### src/bxavg_divider.sv
// ----------------------------------------------------------------------------
// bxavg_divider
// Shift-subtract divider for the three channel sums of one square, one
// quotient bit per cycle, all three channels in step against one divisor.
// ----------------------------------------------------------------------------
module bxavg_divider #(
   parameter int NUM_W = 16,
   parameter int DEN_W = 10
) (
   input  logic                  clock,
   input  logic                  reset,
   input  logic                  start,
   input  logic [2:0][NUM_W-1:0] num,
   input  logic [DEN_W-1:0]      den,
   output logic                  done,
   output logic [2:0][NUM_W-1:0] quo
);

   localparam int CNT_W = $clog2(NUM_W + 1);

   logic                  busy_ff;
   logic                  done_ff;
   logic [CNT_W-1:0]      cnt_ff;
   logic [DEN_W-1:0]      den_ff;
   logic [2:0][DEN_W-1:0] rem_ff;
   logic [2:0][NUM_W-1:0] quo_ff;
   logic [2:0][DEN_W-1:0] rem_in;
   logic [2:0][NUM_W-1:0] quo_in;

   always_comb begin
      logic [DEN_W:0] trial;
      for (int c = 0; c < 3; c++) begin
         trial = {rem_ff[c], quo_ff[c][NUM_W-1]};
         if (trial >= {1'b0, den_ff}) begin
            rem_in[c] = DEN_W'(trial - {1'b0, den_ff});
            quo_in[c] = {quo_ff[c][NUM_W-2:0], 1'b1};
         end else begin
            rem_in[c] = trial[DEN_W-1:0];
            quo_in[c] = {quo_ff[c][NUM_W-2:0], 1'b0};
         end
      end
   end

   always_ff @(posedge clock) begin
      if (reset) begin
         busy_ff <= 1'b0;
         done_ff <= 1'b0;
         cnt_ff  <= '0;
      end else if (start) begin
         busy_ff <= 1'b1;
         done_ff <= 1'b0;
         cnt_ff  <= CNT_W'(NUM_W);
      end else if (busy_ff) begin
         cnt_ff <= cnt_ff - 1'b1;
         if (cnt_ff == CNT_W'(1)) begin
            busy_ff <= 1'b0;
            done_ff <= 1'b1;
         end
      end
   end

   always_ff @(posedge clock) begin
      if (start) begin
         den_ff <= den;
         rem_ff <= '0;
         quo_ff <= num;
      end else if (busy_ff) begin
         rem_ff <= rem_in;
         quo_ff <= quo_in;
      end
   end

   assign done = done_ff;
   assign quo  = quo_ff;

endmodule

### config.mk
export PLATFORM = sky130hd
export DESIGN_NAME = bxavg_divider
export DESIGN_NICKNAME = d
export VERILOG_FILES = /design/src/bxavg_divider.sv
export SDC_FILE = /design/constraint.sdc
export NUM_CORES = 1
export LEC_CHECK = 0
export BUFFER_PORTS_ARGS = -buffer_cell sky130_fd_sc_hd__buf_2
export CORE_MARGIN = 4
export CORE_UTILIZATION = 45
export CTS_CLUSTER_SIZE = 16
export DETAILED_ROUTE_END_ITERATION = 8
export PLACE_DENSITY_LB_ADDON = 0.05
export SETUP_SLACK_MARGIN = 0.02
export SYNTH_ARGS = -nofsm -noshare
export SYNTH_HDL_FRONTEND = slang
export SYNTH_SLANG_ARGS = --single-unit
### constraint.sdc
create_clock -name clock -period 6.29 [get_ports clock]
set_input_delay 0.629 -clock clock [delete_from_list [all_inputs] [get_ports clock]]
set_output_delay 0.629 -clock clock [all_outputs]
set_load 0.01 [all_outputs]
-- Yosys cells after proc, flatten, opt, wreduce, memory -nomap -nowiden
Index checks and enable logic that the tools add are counted.
- output and inout port bits: 49
- flip-flop bits (word level): 95
- input port bits: 61
- $add $sub $neg: 4
- equality and inequality tests: 1
- muxes and demuxes: 13
- reduce and logical (&&, ||, !) cells: 3
- magnitude comparators: 3
- operators by type and width (kind ; number):
    $mux 48 ; 2
    $ge 11x10->1 ; 3
    $mux 10 ; 3
    $sub 10x10->10 ; 3
    $mux 5 ; 2
    $mux 1 ; 6
    $eq 5x1->1 const B ; 1
    $sub 5x1->5 const B ; 1
    $reduce_and 2->1 ; 1
    $reduce_bool 2->1 ; 1
    $reduce_or 2->1 ; 1

-- Longest topological paths before layout
Gate-level depths: netlist of run 1.
- word-level depth: 4
- mapped depth: 10
- mapped depth without buffers: 9

-- Worst setup path after synthesis of run 1
Ideal clock, no wire load.
- path kind: input to register
- start point: in start
- end point: reg quo_ff (netlist bit quo[0]), enable pin
- setup time: 0.403 ns
- cell stages on the path: 3
- arrival time: 1.963 ns
- setup slack: 3.924 ns
- required time: 5.887 ns
- path through: clkbuf_1 > nor2_1 > inv_1
- cells in the longest elaborated chain, start to end: 1
- ends and longest elaborated chain (item ; RTL line ; text):
    from (decl) ; 12 ; input logic start,
    $reduce_bool 2->1 (no source line) ; -- ;
    to (signal assigned) ; 66 ; quo_ff <= num;
    to (signal assigned) ; 69 ; quo_ff <= quo_in;
    to (decl) ; 26 ; logic [2:0][NUM_W-1:0] quo_ff;
No other way between the ends.
A chain may end at the register's enable or synchronous reset.

-- Worst setup path in the final report of run 1
- start point: reg den_ff[1]
- end point: reg rem_ff[7] in the netlist's numbering
- cells in the longest elaborated chain, start to end: 2
- elaborated cells on any way between the ends: 3
- classes of those cells: add/sub (1); order compare (1); mux (1)
- ends and longest elaborated chain (item ; RTL line ; text):
    from (decl) ; 24 ; logic [DEN_W-1:0] den_ff;
    from (signal assigned) ; 64 ; den_ff <= den;
    $sub 10x10->10 or $ge 11x10->1 (tied branches) ; 35, 34 ;
    $mux 10 * ; 34 ; if (trial >= {1'b0, den_ff}) begin
    to (signal assigned) ; 68 ; rem_ff <= rem_in;
    to (decl) ; 25 ; logic [2:0][DEN_W-1:0] rem_ff;
Every way passes the cells marked *; elsewhere a longest branch is shown, timed or not.

==> results.py, run 1 <==
metrics = {
    "outcome": {
        "outcome": "finished, final reports clean",
    },
    "cts": {
        "htreeDepth": 3,
        "cts_tree": "built",
        "postCtsResizedCells": 0,
        "clock_path_buffers": 2,
        "clock_tree.root_cell": "clkbuf_16",
        "cts_buffers": 9,
        "hold_buffers": 0,
        "cts.sinks": 95,
        "cts_setup_buffers": 0,
        "clock_latency_ns": 0.34,
        "clkTransAtPathRegs_ns": 0.06,
    },
    "timing": {
        "fmaxAchievable_ghz": 0.396,
        "min_period_ns": 2.52,
        "worst_slack_ns": 3.77,
        "period_share_pct": 40.1,
        "tns_ns": 0,
        "rsz0062_at_grt": "false",
        "setup_viol": 0,
        "slew_headroom_pct": 32.8,
        "hold_viol_final": 0,
        "drv_slew": 0,
        "skew_ns": 0.00639,
        "worstMarginPinSlew_ns": 1.01,
        "fin_hold_ws_ns": 0.459,
    },
    "critical_path": {
        "critical-path-max-stage-delay_ns": 0.70,
        "crit_type": "register to register",
        "r2r-start": "den_ff[1]$_DFFE_PP_",
        "r2r_cells": 7,
        "worstPathCellList": "inv_1 -> ha_1 -> nand3b_1 -> a211oi_2 -> o31ai_4 -> mux2i_1 -> a211oi_1",
        "cp-end-kind": "register",
        "critical_path.max_fanout": 18,
        "arrival_ns": 2.71,
        "critPathRequiredTime_ns": 6.48,
        "critical_path.slowest_cell": "o31ai_4",
        "start_kind": "register",
        "rrSetupSlack_ns": 3.77,
        "timing.rr.end": "rem_ff[7]$_SDFFE_PP0P_",
    },
    "yosys": {
        "synthArstFlopShare_pct": 0,
        "ys.flop_type": "edfxtp_1",
        "seq_area_frac_synth_pct": 46.3,
        "syn-num-nets": 571,
        "synth.distinct_cells": 60,
        "yosysWarningCount": 0,
        "syn_avg_cell_area_um2": 11.3,
        "synth-edff-count": 58,
        "synth_area_um2": 5360,
        "synthCells": 475,
        "ys_ff_latch": 95,
    },
    "drt": {
        "drc_errors": 0,
        "viasPerCell": 5.41,
        "routed_wl_um": 11700,
        "routedWlPerCell_um": 16.1,
        "vias": 3938,
        "postRouteAntennaNets": 0,
        "drt_pre_antenna_iters": 4,
        "drtIter0Drc": 209,
    },
    "global_routing": {
        "grt_pass1_wl_um": 19200,
        "grt_util_all_layers_pct": 18.0,
        "grt_max_degree": 56,
        "grt_overflow_total": 0,
        "antenna_found_initial": 0,
        "grt_pass1_vias": 3969,
    },
    "worst_hold_path": {
        "hold_start": "den[4]",
        "hold-path-endpoint": "den_ff[4]$_DFFE_PP_",
        "min_path_cells": 1,
        "hp-class": "input pin to register",
    },
    "die": {
        "core_area_um2": 11500,
        "die_area_um2": 13700,
        "fp.dieW_um": 117,
        "start_util_pct": 46.6,
        "ios": 110,
        "rows": 39,
        "die_h_um": 117,
    },
    "cells_and_area": {
        "area_delta_synth_final_pct": 17.2,
        "drive_gt1_share_pct": 32.8,
        "layout.nets": 676,
        "mostFrequentLayoutCell": "buf_2",
        "diodes": 0,
        "utilization_pct": 54.6,
        "most-common-layout-cells": "buf_2, edfxtp_1, mux2_2",
    },
    "placement": {
        "io_buffer_count": 109,
        "gp_congestion": 0.913,
        "dp_hpwl_um": 8540,
        "pre_cts_ws_ns": 3.68,
    },
    "pwr": {
        "finalPower_w": 0.00167,
        "vdd_drop_max_mv": 0.177,
        "p_per_area_nw_per_um2": 266,
        "leakage_nw": 2.61,
    },
    "job": {
        "maxCapViolations": 0,
    },
}
## through the flow
step	area, um^2	instances
after floorplan	5360	475
after global placement	6020	712
after detailed placement	6020	712
after CTS	6280	728
after global routing	6280	728
final	6280	728
## cells in the mapped netlist (6+ instances only)
cell type | instances | area [um^2]
dfxtp_1 | 37 | 741
nor3_1 | 11 | 55.1
nand2b_1 | 9 | 56.3
nand4_1 | 8 | 50.1
inv_1 | 25 | 93.8
clkbuf_1 | 14 | 52.6
mux2_2 | 47 | 529
xor2_1 | 6 | 52.6
mux2i_1 | 17 | 170
a21oi_1 | 28 | 140
nor2_1 | 36 | 135
a211oi_1 | 13 | 97.6
edfxtp_1 | 58 | 1740
nand2_1 | 24 | 90.1
ha_1 | 32 | 400
xnor2_1 | 15 | 131
o21ai_0 | 15 | 75.1
## how the worst max path moves through the flow
stage / to / slack (ns) / cells past startpoint / from
6_report: rem_ff[7]$_SDFFE_PP0P_ / 3.77 / 7 / den_ff[1]$_DFFE_PP_
5_1_grt: rem_ff[2]$_SDFFE_PP0P_ / 3.54 / 8 / den_ff[1]$_DFFE_PP_
4_1_cts: rem_ff[7]$_SDFFE_PP0P_ / 3.75 / 7 / den_ff[1]$_DFFE_PP_
3_5_place_dp: rem_ff[26]$_SDFFE_PP0P_ / 3.68 / 6 / start
3_3_place_gp: rem_ff[26]$_SDFFE_PP0P_ / 3.70 / 6 / start
2_1_floorplan: quo[0]$_DFFE_PP_ / 3.92 / 3 / start
## sequential cells by signal (all words and copies together) (netlist names)
name,count
done,1
rem_ff,30
quo,48
den_ff,10
cnt_ff,5
busy_ff,1
## critical path: cells and delay by family, from the launching register on
kind	cells	cell delay, ns
adder cells (fa/ha/maj)	1	0.37
multiplexers	1	0.25
AND/OR/NAND/NOR	1	0.17
AO/OA/AOI/OAI	3	0.90
buffers and inverters	1	0.16
flip-flops	1	0.51
## cell families (layout without fill, tap and decap cells)
| group | after synthesis | after routing | synth area share (%) |
|---|---|---|---|
| AND/OR/NAND/NOR | 113 | 113 | 10.5 |
| AO/OA/AOI/OAI | 104 | 104 | 14.7 |
| adder cells (fa/ha/maj) | 35 | 35 | 8.59 |
| multiplexers | 64 | 64 | 13.0 |
| buffers and inverters | 43 | 153 | 3.45 |
| flip-flops | 95 | 95 | 46.3 |
| XOR/XNOR | 21 | 21 | 3.43 |
## layer usage
metal	up-vias	wire, um	GRT usage (%)
met4	0	257	8.03
met2	106	5130	26.8
met5	-	0	0
li1	1993	-	-
met1	1820	5490	24.1
met3	19	826	5.35
## where the power goes
part	internal, W	switching, W	leakage, nW
logic	0.000184	0.000222	1.59
registers	0.000730	0.0000383	0.885
clock network	0.000266	0.000230	0.132
total	0.00118	0.000490	2.61
## final cells by class
cell class,instances,area [um^2]
clock buffer,10,229
sequential,95,2480
tap,143,179
clock inverter,6,35.0
inverter,25,93.8
fill,1013,5230
timing repair buffer,112,571
multi-input combinational,337,2690
Note: power is estimated with default switching activity, not from simulation.
==> inputs of run 2 (changes only) <==
clock period = 2.3 ns   (was 6.29 ns; I/O delays follow)
==> run 2 against run 1 <==
Against the previous run: clock power grew to 2.9 times the previous value; non-clock buffer count grew 25; global-route usage grew 1.3 points; critical endpoint is now rem_ff[26]$_SDFFE_PP0P_; setup slack lost 3.7 ns; highest routed layer unchanged; via count grew 5.3%; flip-flop and latch count is the same; count of clock-buffer cells in the layout grew 1; clock skew grew 0.0034 ns; cell count grew 3.6%.
==> results.py, run 2 (synthesized netlist as in run 1, its figures left out) <==
metrics = {
    "outcome": {
        "outcome": "finished, final reports clean",
    },
    "cts": {
        "cts.sinks": 95,
        "cts_tree": "built",
        "hold_buffers": 0,
        "clock_path_buffers": 2,
        "clock_tree.root_cell": "clkbuf_16",
        "clock_latency_ns": 0.35,
        "cts_buffers": 9,
        "clkTransAtPathRegs_ns": 0.07,
        "htreeDepth": 3,
    },
    "cells_and_area": {
        "mostFrequentLayoutCell": "buf_2",
        "largest_register_ffs": 48,
        "most-common-layout-cells": "buf_2, edfxtp_1, mux2_2",
        "layout.nets": 702,
        "multi_input_area_um2": 2860,
        "seqCellArea_um2": 2480,
        "final_cells": 754,
        "diodes": 0,
        "drive_gt1_share_pct": 39.8,
        "fillers": 988,
        "area_delta_synth_final_pct": 24.7,
        "utilization_pct": 58.1,
    },
    "drt": {
        "viasPerCell": 5.50,
        "vias": 4148,
        "routedWlPerCell_um": 17.1,
        "drc_errors": 0,
        "drt_pre_antenna_iters": 4,
        "routed_wl_um": 12900,
        "drtIter0Drc": 229,
        "postRouteAntennaNets": 0,
    },
    "timing": {
        "setup_viol": 0,
        "min_period_ns": 2.25,
        "rsz0062_at_grt": "true",
        "skew_ns": 0.00976,
        "worst_slack_ns": 0.0494,
        "worstMarginPinSlew_ns": 0.495,
        "fmaxAchievable_ghz": 0.444,
        "drv_slew": 0,
        "fin_hold_ws_ns": 0.0600,
        "tns_ns": 0,
        "hold_viol_final": 0,
        "slew_headroom_pct": 67.0,
        "period_share_pct": 97.9,
    },
    "die": {
        "ios": 110,
        "core_area_um2": 11500,
        "die_h_um": 117,
        "start_util_pct": 46.6,
        "die_area_um2": 13700,
        "rows": 39,
        "fp.dieW_um": 117,
    },
    "global_routing": {
        "grt_pass1_wl_um": 20400,
        "antenna_found_initial": 0,
        "grt_overflow_total": 0,
        "grt_util_all_layers_pct": 19.3,
        "grt_pass1_vias": 4074,
        "grt_max_degree": 58,
    },
    "critical_path": {
        "crit_type": "register to register",
        "critical-path-max-stage-delay_ns": 0.38,
        "critical_path.max_fanout": 7,
        "critPathLaunch": "den_ff[8]$_DFFE_PP_",
        "worstPathCellList": "inv_1 -> buf_4 -> ha_1 -> nand4_1 -> o32ai_4 -> nor3_4 -> o21ai_4 -> nor2_1 -> a311o_1",
        "arrival_ns": 2.49,
        "path_buf_inv": 2,
        "critical_path.slowest_cell": "ha_1",
        "start_kind": "register",
        "r2r-start": "den_ff[8]$_DFFE_PP_",
        "critPathRequiredTime_ns": 2.54,
        "cp-end-kind": "register",
        "rrSetupSlack_ns": 0.05,
        "critical_path.top_delay_family": "compound AO/OA/AOI/OAI gates",
    },
    "placement": {
        "dp_hpwl_um": 9210,
        "pre_cts_ws_ns": -0.0481,
        "io_buffer_count": 109,
        "gp_congestion": 0.847,
        "placed_cells": 732,
    },
    "pwr": {
        "leakage_nw": 2.76,
        "p_per_area_nw_per_um2": 725,
        "vdd_drop_max_mv": 0.507,
    },
    "worst_hold_path": {
        "hold_start": "den[0]",
        "hp-class": "input pin to register",
    },
    "job": {
        "maxCapViolations": 0,
    },
}
## run 2: final timing paths
kind	cells after the start	end
setup / recovery	9	rem_ff[26]$_SDFFE_PP0P_
hold / removal	1	den_ff[0]$_DFFE_PP_
setup reg to reg	9	rem_ff[26]$_SDFFE_PP0P_
hold reg to reg	1	done$_SDFFE_PP0P_
## run 2: per-stage QoR
stage / total power, W / instance area, um^2
3_5_place_dp: 0.00332 / 6190
4_1_cts: 0.00481 / 6530
2_1_floorplan: 0.00294 / 5360
5_1_grt: 0.00512 / 6690
6_report: 0.00485 / 6690
3_3_place_gp: 0.00331 / 6190
## run 2: what timing repair did
action,in CTS,in global routing
setup endpoints to repair,7,24
gates resized for setup,3,26
pin swaps,2,11
gates cloned,0,1
setup buffers,3,2
## run 2: metal layers
metal,track usage (%),vias up,wire length (um)
li1,-,2045,-
met1,25.0,1958,5750
met2,29.6,125,5990
met3,7.40,20,917
met4,6.73,0,248
met5,0,-,0
## run 2: where the power goes
part / internal [W] / leakage, nW / switching (W)
clock: 0.000772 / 0.137 / 0.000678
combinational: 0.000616 / 1.74 / 0.000693
sequential: 0.00199 / 0.885 / 0.0000971
## run 2: final cells by class
cell class	count	share of cell area, %
inverters	25	1.40
clock inverters	5	0.580
clock buffers	11	3.63
well taps	143	2.68
multi-input cells	338	42.7
flip-flops and latches	95	37.1
repair buffers	137	11.9
==> inputs of run 3 (changes only) <==
--- a/constraint.sdc
+++ b/constraint.sdc
@@ -3,2 +3,2 @@
 set_output_delay 0.23 -clock clock [all_outputs]
-set_load 0.01 [all_outputs]
+set_load 0.1 [all_outputs]
==> run 3 against run 2 <==
Against the previous run: sequential share of layout area grew 0.090 points; fmax grew 1.5%; power grew 11%; routed wire length shrank 3.4%; cell area shrank 0.24%; clock skew shrank 0.0044 ns; first-iteration DRC count shrank 7.4%; clock power shrank 6%; setup slack gained 0.033 ns; count of clock-buffer cells in the layout is the same; cell count shrank 0.66%.
==> results.py, run 3 (synthesized netlist as in run 1, its figures left out) <==
metrics = {
    "outcome": {
        "outcome": "finished, final reports clean",
    },
    "job": {
        "maxCapViolations": 0,
    },
    "pwr": {
        "p_per_area_nw_per_um2": 806,
        "vdd_drop_max_mv": 0.558,
        "leakage_nw": 2.73,
        "finalPower_w": 0.00538,
    },
    "global_routing": {
        "grt_pass1_wl_um": 19800,
        "grt_util_all_layers_pct": 18.8,
        "antenna_found_initial": 1,
        "grt_overflow_total": 0,
        "grt_pass1_vias": 3971,
        "grt_max_degree": 43,
    },
    "timing": {
        "slew_headroom_pct": 66.4,
        "hold_viol_final": 0,
        "min_period_ns": 2.22,
        "worstMarginPinSlew_ns": 0.508,
        "setup_viol": 0,
        "fmaxAchievable_ghz": 0.451,
        "rsz0062_at_grt": "true",
        "drv_slew": 0,
        "skew_ns": 0.00532,
        "period_share_pct": 96.4,
    },
    "cts": {
        "hold_buffers": 0,
        "cts_buffers": 9,
        "clkTransAtPathRegs_ns": 0.07,
        "htreeDepth": 3,
        "cts.sinks": 95,
        "clock_path_buffers": 2,
        "clock_latency_ns": 0.34,
        "cts_tree": "built",
        "clock_tree.root_cell": "clkbuf_16",
    },
    "critical_path": {
        "crit_top_cell": "a21oi_1",
        "path_buf_inv": 1,
        "arrival_ns": 2.31,
        "crit_type": "register to register",
        "worstPathCellList": "inv_2 -> ha_1 -> a21oi_1 -> a21oi_1 -> nor3_2 -> o21ai_4 -> mux2_2",
        "r2r-start": "den_ff[2]$_DFFE_PP_",
        "critical_path.max_fanout": 13,
        "critical_path.slowest_cell": "edfxtp_1",
        "critPathLaunch": "den_ff[2]$_DFFE_PP_",
        "critical-path-max-stage-delay_ns": 0.38,
        "start_kind": "register",
        "critical_path.top_delay_family": "compound AO/OA/AOI/OAI gates",
        "critPathRequiredTime_ns": 2.39,
        "cp-end-kind": "register",
    },
    "cells_and_area": {
        "area_delta_synth_final_pct": 24.4,
        "largest_register_ffs": 48,
        "diodes": 0,
        "final_area_um2": 6670,
        "most-common-layout-cells": "buf_2, edfxtp_1, mux2_2",
        "layout.nets": 697,
        "fillers": 983,
        "mostFrequentLayoutCell": "buf_2",
        "drive_gt1_share_pct": 41.4,
    },
    "drt": {
        "vias": 4086,
        "routedWlPerCell_um": 16.6,
        "drt_pre_antenna_iters": 5,
        "drc_errors": 0,
        "postRouteAntennaNets": 0,
        "drtIter0Drc": 212,
        "viasPerCell": 5.46,
        "routed_wl_um": 12500,
    },
    "worst_hold_path": {
        "hp-class": "input pin to register",
        "hold_start": "den[3]",
    },
    "placement": {
        "place_area_um2": 6290,
        "dp_hpwl_um": 9400,
        "io_buffer_count": 109,
        "gp_congestion": 0.857,
    },
    "die": {
        "die_area_um2": 13700,
        "rows": 39,
        "die_h_um": 117,
        "ios": 110,
        "start_util_pct": 46.6,
        "core_area_um2": 11500,
        "fp.dieW_um": 117,
    },
}
## run 3: final timing paths
kind	to	slack (ns)	cells after the start
worst max-delay path	quo[32]$_DFFE_PP_	0.08	7
worst min-delay path	den_ff[3]$_DFFE_PP_	0.06	1
worst max register to register	quo[32]$_DFFE_PP_	0.08	7
worst min register to register	rem_ff[4]$_SDFFE_PP0P_	0.46	2
## run 3: routing by layer
| metal | GRT usage [%] | vias up | part of all wire [%] |
|---|---|---|---|
| li1 | - | 2032 | - |
| met1 | 25.4 | 1916 | 46 |
| met4 | 7.11 | 2 | 2.1 |
| met2 | 28.2 | 115 | 45 |
| met5 | 0 | - | 0.056 |
| met3 | 5.86 | 21 | 7.1 |
## run 3: metrics by stage
step / util, % / TNS, ns / cells / worst slack, ns / hold WS [ns]
global route: 57.9 / -0.00401 / 749 / -0.00401 / 0.0461
CTS: 56.9 / 0 / 743 / 0.0485 / 0.0419
floorplan: - / -2.62 / 475 / -0.292 / 0.302
global placement: 54.6 / 0 / 727 / 0.105 / 0.406
detailed placement: 54.6 / 0 / 727 / 0.0643 / 0.409
finish: 57.9 / 0 / 749 / 0.0828 / 0.0613
## run 3: where the power goes
part | internal, W | total (W) | switching, W
Combinational | 0.000614 | 0.00191 | 0.00129
Clock | 0.000736 | 0.00137 | 0.000636
Sequential | 0.00199 | 0.00210 | 0.000105
Total | 0.00334 | 0.00538 | 0.00204
## run 3: timing repair
action / CTS / global route
resized for setup: 0 / 20
setup buffers: 0 / 6
setup endpoints to repair: 0 / 12
## run 3: final cells by class
class	instances	area, um^2	area share, %
well taps	143	179	2.68
flip-flops and latches	95	2480	37.2
inverters	25	93.8	1.41
multi-input cells	337	2870	43.0
clock inverters	5	33.8	0.506
repair buffers	133	778	11.7
clock buffers	11	233	3.49
